`src/design/adc_conversion_request_queue_assert.svh`:
```
// Assertion macros shared by the conversion request queue modules.
// Depends on nothing; included by the controller and the datapath.
`ifndef ADC_CONVERSION_REQUEST_QUEUE_ASSERT_SVH
`define ADC_CONVERSION_REQUEST_QUEUE_ASSERT_SVH

`ifndef NO_ASSERTIONS

// Clocked check that is switched off while reset is asserted.
`define ACRQ_ASSERT(label, clk, rst_n, prop) \
	label: assert property (@(posedge clk) disable iff (!rst_n) prop) \
	else $error("acrq assertion failed");

// Clocked check that also holds during reset.
`define ACRQ_ASSERT_ALWAYS(label, clk, prop) \
	label: assert property (@(posedge clk) prop) \
	else $error("acrq assertion failed");

`else

`define ACRQ_ASSERT(label, clk, rst_n, prop)
`define ACRQ_ASSERT_ALWAYS(label, clk, prop)

`endif

`endif

```
`src/design/acrq_pkg.sv`:
```
// Package of the conversion request queue: sizes, codes, payload types
// and the control interface between controller and datapath. No dependencies.
package acrq_pkg;

	// Sizes.
	localparam int SLOTS  = 8;
	localparam int SLOT_W = 3;
	localparam int IDX_W  = $clog2(SLOTS);
	localparam int CNT_W  = $clog2(SLOTS + 1);
	localparam int CHAN_W = 5;
	localparam int MUX_W  = 4;
	localparam int VAL_W  = 16;

	// Command codes of a request.
	typedef enum logic {
		CMD_ENQUEUE  = 1'b0,
		CMD_COMPLETE = 1'b1
	} cmd_t;

	// Per-slot status.
	typedef enum logic [1:0] {
		SLOT_IDLE       = 2'd0,
		SLOT_ENQUEUED   = 2'd1,
		SLOT_CONVERTING = 2'd2
	} slot_state_t;

	// Controller states.
	typedef enum logic [2:0] {
		S_IDLE,
		S_EXEC,
		S_FETCH,
		S_LOOKUP,
		S_START,
		S_OUT
	} ctrl_state_t;

	// Input request.
	typedef struct packed {
		logic              command;
		logic [SLOT_W-1:0] request_slot;
		logic [CHAN_W-1:0] channel_code;
		logic [VAL_W-1:0]  conversion_value;
	} req_t;

	// Result.
	typedef struct packed {
		logic              enqueue_accepted;
		logic              start_conversion;
		logic [MUX_W-1:0]  start_mux_position;
		logic              start_input_mode;
		logic              done_valid;
		logic [SLOT_W-1:0] done_slot;
		logic [VAL_W-1:0]  done_value;
	} rsp_t;

	// Commands from controller to datapath.
	typedef struct packed {
		logic load;
		logic exec;
		logic start;
	} dp_cmd_t;

	// Status from datapath to controller.
	typedef struct packed {
		logic chain;
	} dp_stat_t;

	// Mux position is the low part of a channel code.
	function automatic logic [MUX_W-1:0] mux_of(input logic [CHAN_W-1:0] chan);
		return chan[MUX_W-1:0];
	endfunction

	// Input mode is the bit above the mux position.
	function automatic logic mode_of(input logic [CHAN_W-1:0] chan);
		return chan[MUX_W];
	endfunction

endpackage

```
`src/design/acrq_dp.sv`:
```
// Datapath of the conversion request queue: slot status, order FIFO,
// channel store and result register. Depends on acrq_pkg and the assert header.
`include "adc_conversion_request_queue_assert.svh"

module acrq_dp import acrq_pkg::*; (
	input  logic     clk,
	input  logic     arst_n,
	input  dp_cmd_t  cmd,
	output dp_stat_t stat,
	input  req_t     req,
	output rsp_t     rsp
);

	req_t              item_q;
	slot_state_t       status_q [SLOTS];
	logic [IDX_W-1:0]  head_q;
	logic [IDX_W-1:0]  tail_q;
	logic [CNT_W-1:0]  count_q;
	logic [IDX_W-1:0]  fifo_mem [SLOTS];
	logic [CHAN_W-1:0] chan_mem [SLOTS];
	logic [IDX_W-1:0]  fifo_rd_q;
	logic [CHAN_W-1:0] chan_rd_q;
	rsp_t              res_q;

	logic [IDX_W-1:0] slot_idx;
	logic             is_enq;
	logic             is_cmp;
	logic             enq_ok;
	logic             pop_ok;
	logic             queue_empty;

	function automatic logic [IDX_W-1:0] next_pos(input logic [IDX_W-1:0] p);
		return (p == IDX_W'(SLOTS - 1)) ? '0 : p + 1'b1;
	endfunction

	// Decode of the held request against the queue state.
	assign slot_idx    = item_q.request_slot[IDX_W-1:0];
	assign is_enq      = cmd_t'(item_q.command) == CMD_ENQUEUE;
	assign is_cmp      = cmd_t'(item_q.command) == CMD_COMPLETE;
	assign queue_empty = count_q == '0;
	assign enq_ok      = is_enq && (int'(item_q.request_slot) < SLOTS) &&
		(status_q[slot_idx] == SLOT_IDLE) && (count_q < CNT_W'(SLOTS));
	assign pop_ok      = is_cmp && !queue_empty;
	assign stat.chain  = pop_ok && (count_q > CNT_W'(1));
	assign rsp         = res_q;

	// Request holding register.
	always_ff @(posedge clk) begin
		if (cmd.load) begin
			item_q <= req;
		end
	end

	// Slot status and FIFO pointers.
	always_ff @(posedge clk or negedge arst_n) begin
		if (!arst_n) begin
			for (int i = 0; i < SLOTS; i++) begin
				status_q[i] <= SLOT_IDLE;
			end
			head_q  <= '0;
			tail_q  <= '0;
			count_q <= '0;
		end else begin
			if (cmd.exec) begin
				if (enq_ok) begin
					status_q[slot_idx] <= queue_empty ? SLOT_CONVERTING : SLOT_ENQUEUED;
					tail_q  <= next_pos(tail_q);
					count_q <= count_q + 1'b1;
				end else if (pop_ok) begin
					status_q[fifo_rd_q] <= SLOT_IDLE;
					head_q  <= next_pos(head_q);
					count_q <= count_q - 1'b1;
				end
			end
			if (cmd.start) begin
				status_q[fifo_rd_q] <= SLOT_CONVERTING;
			end
		end
	end

	// Order FIFO storage; the read port always follows the head.
	always_ff @(posedge clk) begin
		if (cmd.exec && enq_ok) begin
			fifo_mem[tail_q] <= slot_idx;
		end
		fifo_rd_q <= fifo_mem[head_q];
	end

	// Channel store, read at the slot found at the head.
	always_ff @(posedge clk) begin
		if (cmd.exec && enq_ok) begin
			chan_mem[slot_idx] <= item_q.channel_code;
		end
		chan_rd_q <= chan_mem[fifo_rd_q];
	end

	// Result register: built in the execute step, start fields added later
	// when the next queued request begins its conversion.
	always_ff @(posedge clk) begin
		if (cmd.exec) begin
			res_q <= '0;
			if (enq_ok) begin
				res_q.enqueue_accepted <= 1'b1;
				if (queue_empty) begin
					res_q.start_conversion   <= 1'b1;
					res_q.start_mux_position <= mux_of(item_q.channel_code);
					res_q.start_input_mode   <= mode_of(item_q.channel_code);
				end
			end else if (pop_ok) begin
				res_q.done_valid <= 1'b1;
				res_q.done_slot  <= SLOT_W'(fifo_rd_q);
				res_q.done_value <= item_q.conversion_value;
			end
		end
		if (cmd.start) begin
			res_q.start_conversion   <= 1'b1;
			res_q.start_mux_position <= mux_of(chan_rd_q);
			res_q.start_input_mode   <= mode_of(chan_rd_q);
		end
	end

	// The fill count never exceeds the slot count, and an empty queue has
	// matching pointers.
	`ACRQ_ASSERT_ALWAYS(a_count_bound, clk, count_q <= CNT_W'(SLOTS))
	`ACRQ_ASSERT(a_empty_ptrs, clk, arst_n, (count_q == '0) |-> (head_q == tail_q))

endmodule

```
`src/design/acrq_ctrl.sv`:
```
// Controller of the conversion request queue: sequences each request
// through the datapath and runs both handshakes. Depends on acrq_pkg and the assert header.
`include "adc_conversion_request_queue_assert.svh"

module acrq_ctrl import acrq_pkg::*; (
	input  logic     clk,
	input  logic     arst_n,
	input  logic     req_valid,
	output logic     req_stall,
	output logic     rsp_valid,
	input  logic     rsp_stall,
	input  dp_stat_t stat,
	output dp_cmd_t  cmd
);

	ctrl_state_t state_q;
	ctrl_state_t state_nxt;

	// State register.
	always_ff @(posedge clk or negedge arst_n) begin
		if (!arst_n) begin
			state_q <= S_IDLE;
		end else begin
			state_q <= state_nxt;
		end
	end

	// Next state and datapath commands.
	always_comb begin
		state_nxt = state_q;
		cmd       = '0;
		req_stall = 1'b1;
		rsp_valid = 1'b0;
		unique case (state_q)
			S_IDLE: begin
				req_stall = 1'b0;
				if (req_valid) begin
					cmd.load  = 1'b1;
					state_nxt = S_EXEC;
				end
			end
			S_EXEC: begin
				cmd.exec  = 1'b1;
				state_nxt = stat.chain ? S_FETCH : S_OUT;
			end
			// Wait for the FIFO read port to show the new head.
			S_FETCH: begin
				state_nxt = S_LOOKUP;
			end
			// Wait for the channel of that slot.
			S_LOOKUP: begin
				state_nxt = S_START;
			end
			S_START: begin
				cmd.start = 1'b1;
				state_nxt = S_OUT;
			end
			S_OUT: begin
				rsp_valid = 1'b1;
				if (!rsp_stall) begin
					state_nxt = S_IDLE;
				end
			end
			default: begin
				state_nxt = S_IDLE;
			end
		endcase
	end

	// The execute step leads either straight to the result or into the
	// lookup of the next queued request, which always ends in a start.
	`ACRQ_ASSERT(a_exec_next, clk, arst_n, (state_q == S_EXEC) |=> (state_q == S_OUT || state_q == S_FETCH))
	`ACRQ_ASSERT(a_start_next, clk, arst_n, (state_q == S_START) |=> (state_q == S_OUT))

endmodule

```
`src/design/adc_conversion_request_queue.sv`:
```
// A request taken in the idle state is loaded, executed and held as the result
// until accepted; when a completion starts the next queued conversion, the fetch,
// lookup and start states come before the result, set by the registered read ports
// of the FIFO and channel stores. A new request waits until the result is taken.
// Reset (arst_n low, asynchronous): all slots idle, queue empty, no result pending.
// Top level; depends on acrq_pkg, acrq_ctrl and acrq_dp.
module adc_conversion_request_queue import acrq_pkg::*; (
	input  logic clk,
	input  logic arst_n,
	input  logic req_valid,
	output logic req_stall,
	input  req_t req,
	output logic rsp_valid,
	input  logic rsp_stall,
	output rsp_t rsp
);

	dp_cmd_t  cmd;
	dp_stat_t stat;

	// Sequencer.
	acrq_ctrl u_ctrl (
		.clk       (clk),
		.arst_n    (arst_n),
		.req_valid (req_valid),
		.req_stall (req_stall),
		.rsp_valid (rsp_valid),
		.rsp_stall (rsp_stall),
		.stat      (stat),
		.cmd       (cmd)
	);

	// Queue storage and result.
	acrq_dp u_dp (
		.clk    (clk),
		.arst_n (arst_n),
		.cmd    (cmd),
		.stat   (stat),
		.req    (req),
		.rsp    (rsp)
	);

endmodule
```
`config.mk`:
```
export PLATFORM = sky130hd
export DESIGN_NAME = adc_conversion_request_queue
export DESIGN_NICKNAME = d
export VERILOG_FILES = /design/src/design/acrq_pkg.sv /design/src/design/acrq_dp.sv /design/src/design/acrq_ctrl.sv /design/src/design/adc_conversion_request_queue.sv
export VERILOG_INCLUDE_DIRS = /design/src /design/src/design
export SDC_FILE = /design/constraint.sdc
export NUM_CORES = 1
export LEC_CHECK = 0
export BUFFER_PORTS_ARGS = -buffer_cell sky130_fd_sc_hd__buf_4
export CAP_MARGIN = 10
export CORE_UTILIZATION = 55
export DETAILED_ROUTE_END_ITERATION = 8
export GPL_ROUTABILITY_DRIVEN = 1
export PLACE_DENSITY = 0.75
export SLEW_MARGIN = 20
export SYNTH_ARGS = -nofsm -noshare
export SYNTH_HDL_FRONTEND = slang
export SYNTH_SLANG_ARGS = --single-unit
```
`constraint.sdc`:
```
create_clock -name clk -period 3.15 [get_ports clk]
set_input_delay 0.1575 -clock clk [delete_from_list [all_inputs] [get_ports clk]]
set_output_delay 0.1575 -clock clk [all_outputs]
set_load 0.1 [all_outputs]
```
# == Yosys cells after proc, flatten, opt, wreduce, memory -nomap -nowiden ==
# Memories as Yosys holds them, arrays and structs flattened. A register that Yosys moved wholly into a read port is not among the register bits.
# Index checks and enable logic that the tools add are counted.
# word_totals
register_bits,81
ram_bits,64
input_bits,29
out_inout_bits,29
word_cells,107
memories,2
# memory_table
name,words,word_bits,rd,rd_clocked_by_memory_dff,write_ports,line,source
u_dp.chan_mem,8,5,1,1,1,acrq_dp.sv:20,logic [CHAN_W-1:0] chan_mem [SLOTS];
u_dp.fifo_mem,8,3,1,1,1,acrq_dp.sv:19,logic [IDX_W-1:0] fifo_mem [SLOTS];
# classes
n_addsub,4
order_cmp,6
n_eq_ne,9
n_mux,35
n_bitwise,10
n_reduce_logical,18
# op_table
operator,n
$mux W16,4
$mux W20,2
$mux W25,1
$pmux W3 S6,1
$and A16 B16 Y16,1
$bwmux W16,1
$not A16 Y16,1
$mux W3,5
$demux W2 S3,2
$eq A3 B3 Y1 const B,4
$mux W2,5
$and A8 B8 Y8,1
$ge A4 B4 Y1 const B,2
$lt A4 B1 Y1 const B,2
$mux W1,8
$mux W4,2
$not A3 Y4,2
$not A8 Y8,1
$or A8 B8 Y8,1
$logic_and A1 B1 Y1,7
$mux W7,1
$add A3 B1 Y3 const B,2
$bmux W2 S3,1
$eq A3 B2 Y1 const B,2
other kinds (17),23

# == Longest topological paths before layout ==
# Gate-level depths: netlist of run 1.
# logic_depth
ltp_word,12
mapped_depth,9
ltp_nobuf,7

# == By module ==
# A second synthesis of run 1 with hierarchy kept.
# hier_totals
cells_unflattened,480
area_unflattened_um2,6406.1
# by_module_without_submodules
module,instances,cells_per_inst,area_per_inst_um2,seq_area_each_um2
acrq_dp,1,457,6216.0,4284.1
acrq_ctrl,1,23,190.2,75.1

# == Worst setup path before layout of run 1 ==
# No wires, ideal clock.
# synth_path
path_kind,register -> register
startpoint,register u_ctrl.state_q[0]
endpoint,register u_dp.item_q (netlist bit u_dp.is_cmp) (enable)
setup_time_ns,0.407
arrival_time_ns,2.545
t_required_ns,2.743
setup_slack_ns,0.198
stages_incl_launch_ff,4
path_buffers,1
period_less_slack_ns,2.952
cell_sequence,dfrtp_1 -> clkbuf_1 -> or3_1 -> nor2_1
# synth_lines
element,line,source
"start, declared",acrq_ctrl.sv:16,ctrl_state_t state_q;
"start signal, assigned",acrq_ctrl.sv:24,state_q <= state_nxt;
"end signal, assigned",acrq_dp.sv:50,item_q <= req;
"end, declared",acrq_dp.sv:14,req_t item_q;

# == Worst setup path in the final report of run 1 ==
# layout_path
startpoint,register u_dp.item_q (netlist bit u_dp.slot_idx[0])
endpoint,memory u_dp.fifo_mem[4][2] (netlist bit) (enable)
# layout_via
elab_chain_len,10
# layout_lines
element,line,source
$not A3 Y4 (implied by the code),acrq_dp.sv:42,(status_q[slot_idx] == SLOT_IDLE) && (count_q < CNT_W'(SLOTS));
$bmux W2 S3,acrq_dp.sv:42,
$mux W2 (implied by the code) (2 in a row),acrq_dp.sv:42,
$logic_not A2 Y1,acrq_dp.sv:42,
$logic_and A1 B1 Y1,acrq_dp.sv:41,assign enq_ok = is_enq && (int'(item_q.request_slot) < SLOTS) &&
$logic_and A1 B1 Y1,acrq_dp.sv:42,
$logic_and A1 B1 Y1,acrq_dp.sv:83,if (cmd.exec && enq_ok) begin
$mux W1,acrq_dp.sv:83,
$mux W1 (implied by the code),acrq_dp.sv:84,fifo_mem[tail_q] <= slot_idx;
"end, declared",acrq_dp.sv:19,
# No other way between the ends. The select of a mux whose other input is x is not followed.

==> out/results.md, run 1 <==
• 5.035 mW — Pint
• yes — TritonCTS clock tree
• flop — crit start category
• 0.05401 ns — tightest hold margin
• 0.42 ns — insertion delay to the later sink of the worst-skew pair
• 2.988 nW — leakage power figure
• or3b_1, o22a_1, and3_1, nand2_1, nor4_1 — Cell Chain, Critical Path
• 153 — CTS sink count
• 2.95 ns — data arrival time of the worst path
• 5 — Pre-antenna DRT Iters
• 2.896 ns — post-layout min period
• 68.95% — register area share after synthesis
• sky130_fd_sc_hd__edfxtp_1 55%, sky130_fd_sc_hd__dfrtp_1 11%, sky130_fd_sc_hd__dfxtp_1 2.8% — top cells by area in the synthesized netlist
• 0.25 ns — minimum setup slack among reg-to-reg paths
• 0.7426 mV — maximum resistive drop on vdd
• 57 — number of port buffers
• reg -> reg — type of the worst setup path
• 8579 µm — dpl hpwl
• 5 — Worst Reg2Reg Path Length in Cells
• 1099 nW/µm² — Pwr per Cell Area
• 0.9260 ns — Worst-Margin Slew
• 6.020 — detail-routed via count per cell
• 451 — Iter 0 DRT Violations
• 24.85% — overall global routing resource usage
• 153 — flip-flop and latch count after synthesis
• 57 — post-synthesis cell type count
• 0 — number of antenna diodes
• 18.95% — share of async-settable or async-resettable flops after synthesis
• 54.62% — area share of the leading cell type in the synthesized netlist
• 0 — DRC violation count after routing
• 345.3 MHz — upper clock frequency limit
• 115 x sky130_fd_sc_hd__edfxtp_1, 38 x sky130_fd_sc_hd__nor2_1, 31 x sky130_fd_sc_hd__nand2_1 — commonest cells in the netlist
• 38 — number of cell rows
• u_dp.fifo_mem[4][2]$_DFFE_PP_ — endpoint of the most critical register-to-register path
• 22.43% — share of layout cells above drive strength 1
• 21,240 µm — wire length of the first global-routing pass
• sky130_fd_sc_hd__edfxtp_1 — cell with the biggest individual delay on the critical path
• 6322 µm² — cell area after synthesis
• 0 — post-cts gate resize count
• 0.2538 ns — setup ws final
• 40.77% — Sw Share
• 39.44% — global-route track usage on met2
• 109.2 µm — Die X-Extent
• flop — CP endpoint kind
• sky130_fd_sc_hd__edfxtp_1 — most common cell in the netlist
• 0.71 ns — Crit path largest cell delay
• 0 — Hold Fails Final Rpt
• 0 — Setup-failing EPs final
• 13.86 µm² — post-synthesis average cell area
• 0.06 ns — register clock-pin slew on the reported worst setup and hold paths
• sky130_fd_sc_hd__edfxtp_1 — Most used DFF post-synth
• 0 — total count of max-transition violations in the final report
• 0.3212 ns — pre-CTS setup slack
• 2 — Max Buffers Root-to-Sink
• 11,030 µm² — placeable core region
• 0 — global route overflow
• u_dp.slot_idx[0]$_DFFE_PP_ — Setup crit start
• 36.1% — Logic pwr share
• sky130_fd_sc_hd__clkbuf_16 — clock root buffer
• 32 — pin count of the biggest net entering global routing
• 0.8568 — GP Congestion
• u_dp.slot_idx[0]$_DFFE_PP_ — startpoint of the most critical register-to-register path
• 0 ns — accumulated negative setup slack
• 0 — Yosys warning total
• false — unrepaired setup endpoints after global routing
• 3.466 mW — Net Sw Power
• met2 — global routing's busiest layer
• 3.20 ns — required time reported for the critical path endpoint
• 58 — Ports
• 37.8% — part of the power in registers
• 0 — number of antenna violations at the first check in global routing
• 38.18% — Worst slew margin
• 7.591% — met3 usage in global routing
• 492 — Net Count, Synth
• 17 — total clock buffers created by CTS
• 26.1% — clock share of power
• 57.32% — Starting Density
• 568 — fin nets
• 115 — count of flip-flops with a built-in enable after synthesis
• 0 — remaining number of nets flagged by the antenna check after routing
• 0.008240 ns — Clock Skew
• 22.38% — relative area change from synthesis to final layout
• 11,930 µm² — Die Outline Area
• 4 — CTS HTree Levels
• 456 — number of standard cells after synthesis
• u_dp.fifo_mem[4][2]$_DFFE_PP_ — Worst setup endpoint
• in -> reg — Tightest Hold Check Type
• 109.2 µm — overall die height
• 19.63 µm — detail-routed net length per standard cell
• 19 — largest fanout on the critical path
• 91.94% — fin crit share
• 0 — Max-Cap Viols
• 32.18% — GRT met1 Usage
• finished, final reports clean — result of the run
• sky130_fd_sc_hd__edfxtp_1 — most area-hungry cell type in the Yosys netlist
• 13,430 µm — Final Routed Wirelength
• 4,118 — via total after detailed routing
• 4,059 — vias in the first global route
• 0 — buffer count from post-CTS setup fixing
-- state kept, by name, indices dropped and copies added (netlist names) --
signal and flops:
u_dp.item_q 21, u_dp.status_q 16, u_dp.slot_idx 3, u_ctrl.state_q 3, u_dp.head_q 3, u_dp.tail_q 3
u_dp.fifo_mem 24, u_dp.rsp 27, u_dp.chan_mem 40, u_dp.fifo_rd_q 3, u_dp.chan_rd_q 5, u_dp.is_cmp 1
u_dp.count_q 4
-- metal layers --
layer  routed length (µm)  up-vias
met5                    0        -
met4                  207        0
met3                 1043       16
met2                 6513      194
met1                 5660     2017
li1                     -     1891
-- stage by stage --
stage	cells	util (%)	area (µm²)	power, mW
6_report	684	70.15	7737	8.501
3_3_place_gp	627	61.92	6830	6.199
2_1_floorplan	456	-	6322	5.545
5_1_grt	684	70.15	7737	8.854
3_5_place_dp	627	61.92	6830	6.265
4_1_cts	684	70.15	7737	8.515
-- cells in the final DEF (no fill, tap or decap), drive strengths merged, types with 13 or more instances in the layout --
| cell | n |
|---|---|
| a22oi | 13 |
| and3 | 23 |
| buf | 64 |
| clkbuf | 17 |
| dfrtp | 29 |
| dlygate4sd3 | 26 |
| edfxtp | 115 |
| nand2 | 32 |
| nor2 | 40 |
| o21ai | 16 |
-- worst min-delay path by stage --
stage,startpoint,to,slack (ns),cells after the start
floorplan,arst_n,u_ctrl.state_q[0]$_DFFE_PN0P_,-0.14,0
global placement,arst_n,u_dp.count_q[1]$_DFFE_PN0P_,0.11,1
detailed placement,arst_n,u_dp.count_q[1]$_DFFE_PN0P_,0.11,1
CTS,req_valid,u_ctrl.state_q[0]$_DFFE_PN0P_,0.05,3
global route,req_valid,u_ctrl.state_q[0]$_DFFE_PN0P_,0.12,3
finish,req_valid,u_ctrl.state_q[0]$_DFFE_PN0P_,0.05,3
-- kinds of logic after synthesis --
family / share of synthesized area (%)
compound gates: 9.044
buf+inv: 2.850
simple gates: 12.90
flops: 68.95
mux: 4.868
fa+ha+maj: 1.385
-- critical path, delay by kind of cell, from the launching register on --
family | cells | cell delay (ns)
AO/OA/AOI/OAI | 1 | 0.20
AND/OR/NAND/NOR | 4 | 1.62
flip-flops | 1 | 0.71
-- repair_timing --
item	in CTS	in global routing
setup endpoints to repair	0	0
hold buffers	26	0
hold endpoints to repair	54	0
-- layout make-up --
cell class	instances	area, µm²
Clock buffer	17	425.4
Tap cell	140	175.2
Multi-Input combinational cell	262	1785
Sequential cell	153	4359
Inverter	8	30.03
Fill cell	749	3293
Timing Repair Buffer	90	740.7
Clock inverter	14	221.5
-- power by group through the flow --
stage                     clock network (mW)  logic, mW  registers, mW
after floorplan                            0       1.46           4.08
after global placement                     0       2.99           3.21
after detailed placement                   0       3.03           3.24
after CTS                               2.24       3.07           3.21
after global routing                    2.32       3.26           3.28
final                                   2.22       3.07           3.21
(Power assumes the default switching activity.)
==> inputs of run 2 (changes only) <==
==> constraint.sdc (replaced) <==
create_clock -name clk -period 3.6 [get_ports clk]
set_input_delay 0.18 -clock clk [delete_from_list [all_inputs] [get_ports clk]]
set_output_delay 0.18 -clock clk [all_outputs]
set_load 0.1 [all_outputs]
==> run 2 against run 1 <==
Against the previous run: combinational power down 13%; non-clock buffer count down 2; fmax down 1.1%; final area shrank 0.52%; via count down 2.1%; power is 14% lower; final cell count down 0.15%; critical path depth unchanged; first-iteration DRC count is 22% lower.
==> out/results.md, run 2 (synthesized netlist as in run 1, its figures left out) <==
• finished, final reports clean — result of the run
• 0 — DRC violation count after routing
• 3.65 ns — required time reported for the critical path endpoint
• 0 — total count of max-transition violations in the final report
• 0.6714 ns — setup ws final
• 0.7193 ns — pre-CTS setup slack
• 341.5 MHz — upper clock frequency limit
• 4.367 mW — Pint
• 0.8811 ns — Worst-Margin Slew
• 0 — remaining number of nets flagged by the antenna check after routing
• 2.980 mW — Net Sw Power
• u_dp.chan_mem — register name with the most flops
• 7.591% — met3 usage in global routing
• 2.976 nW — leakage power figure
• 0 — number of antenna violations at the first check in global routing
• 4,033 — via total after detailed routing
• 115 x sky130_fd_sc_hd__edfxtp_1, 62 x sky130_fd_sc_hd__buf_4, 37 x sky130_fd_sc_hd__nor2_1 — leading cell types in the layout, fill and taps excluded
• 41.18% — Worst slew margin
• 0 — post-cts gate resize count
• 109.2 µm — overall die height
• 18 — largest fanout on the critical path
• 36.4% — Logic pwr share
• 0 — Max-Cap Viols
• 13,180 µm — Final Routed Wirelength
• flop — crit start category
• 81.35% — fin crit share
• 566 — fin nets
• 0.8143 mV — maximum resistive drop on vdd
• 0.06 ns — register clock-pin slew on the reported worst setup and hold paths
• 58 — Ports
• false — unrepaired setup endpoints after global routing
• in -> reg — Tightest Hold Check Type
• 26 — number of hold buffers added after CTS
• 21.75% — relative area change from synthesis to final layout
• 0 — Hold Fails Final Rpt
• 0 — number of antenna diodes
• 0.01192 ns — Clock Skew
• 0 — global route overflow
• 109.2 µm — Die X-Extent
• 0 ns — accumulated negative setup slack
• 40.56% — Sw Share
• 32.08% — GRT met1 Usage
• 38.77% — global-route track usage on met2
• 11,030 µm² — placeable core region
• met2 — global routing's busiest layer
• sky130_fd_sc_hd__clkbuf_16 — clock root buffer
• 153 — CTS sink count
• 2.929 ns — post-layout min period
• 0 — Setup-failing EPs final
• 17 — total clock buffers created by CTS
• 0 — buffer count from post-CTS setup fixing
• 954.5 nW/µm² — Pwr per Cell Area
• 5 — Pre-antenna DRT Iters
• reg -> reg — type of the worst setup path
• 20,840 µm — wire length of the first global-routing pass
• 0.42 ns — insertion delay to the later sink of the worst-skew pair
• 5.905 — detail-routed via count per cell
• 38 — number of cell rows
• flop — CP endpoint kind
• 57.32% — Starting Density
• 8446 µm — dpl hpwl
• 3,940 — vias in the first global route
• 19.29 µm — detail-routed net length per standard cell
• 2.98 ns — data arrival time of the worst path
• 4 — CTS HTree Levels
• 351 — Iter 0 DRT Violations
• 32 — pin count of the biggest net entering global routing
• 25.2% — clock share of power
• 24.45% — overall global routing resource usage
• 57 — number of port buffers
• 38.4% — part of the power in registers
• 0.8479 — GP Congestion
• yes — TritonCTS clock tree
• 40 — flip-flop count of the largest register after layout
• 11,930 µm² — Die Outline Area
• 21.55% — share of layout cells above drive strength 1
• sky130_fd_sc_hd__edfxtp_1 — leading cell type in the layout, fill and taps excluded
• 2 — Max Buffers Root-to-Sink
==> run 2: worst paths after layout <==
check	startpoint	end	slack (ns)	depth (start not counted)
worst max register to register	u_dp.slot_idx[2]$_DFFE_PP_	u_dp.fifo_mem[4][2]$_DFFE_PP_	0.67	5
min in group asynchronous	arst_n	u_dp.status_q[11]$_DFF_PN0_	0.22	2
worst min register to register	u_dp.chan_mem[5][4]$_DFFE_PP_	u_dp.chan_rd_q[4]$_DFF_P_	0.51	2
max in group asynchronous	arst_n	u_dp.status_q[7]$_DFF_PN0_	3.09	2
worst min-delay path	req_valid	u_ctrl.state_q[0]$_DFFE_PN0P_	0.08	3
worst max-delay path	u_dp.slot_idx[2]$_DFFE_PP_	u_dp.fifo_mem[4][2]$_DFFE_PP_	0.67	5
==> run 2: routing by layer <==
metal	vias to the layer above	routed length, µm
li1	1884	-
met1	1977	5674
met4	0	227
met5	-	0
met2	154	6451
met3	18	822
==> run 2: critical path: stages (launching register included) <==
cell                       delay (ns)
sky130_fd_sc_hd__edfxtp_1        0.64
sky130_fd_sc_hd__o211a_1         0.24
sky130_fd_sc_hd__o21ai_0         0.32
sky130_fd_sc_hd__and3_1          0.38
sky130_fd_sc_hd__nand2_1         0.38
sky130_fd_sc_hd__nor4_1          0.59
==> run 2: final cells by class <==
cell class                      count  area (µm²)
Tap cell                          140       175.2
Fill cell                         757        3333
Clock buffer                       25       508.0
Timing Repair Buffer               88       725.7
Multi-Input combinational cell    262        1785
Sequential cell                   153        4359
Inverter                            8       30.03
Clock inverter                      7       113.9
==> run 2: per-stage QoR <==
| stage | hold slack [ns] | util, % | instances | instance area (µm²) | total power [mW] |
|---|---|---|---|---|---|
| 2_1_floorplan | -0.1156 | - | 456 | 6322 | 4.852 |
| 3_3_place_gp | 0.1290 | 61.79 | 625 | 6815 | 5.418 |
| 3_5_place_dp | 0.1371 | 61.79 | 625 | 6815 | 5.484 |
| 4_1_cts | 0.06967 | 69.78 | 683 | 7697 | 7.364 |
| 5_1_grt | 0.08826 | 69.78 | 683 | 7697 | 7.663 |
| 6_report | 0.08479 | 69.78 | 683 | 7697 | 7.347 |
==> run 2: power groups by stage <==
stage	sequential, mW	clock (mW)	combinational [mW]
after detailed placement	2.84	0	2.65
final	2.82	1.85	2.67
after floorplan	3.57	0	1.28
after global placement	2.82	0	2.60
after global routing	2.88	1.94	2.84
after CTS	2.82	1.87	2.68
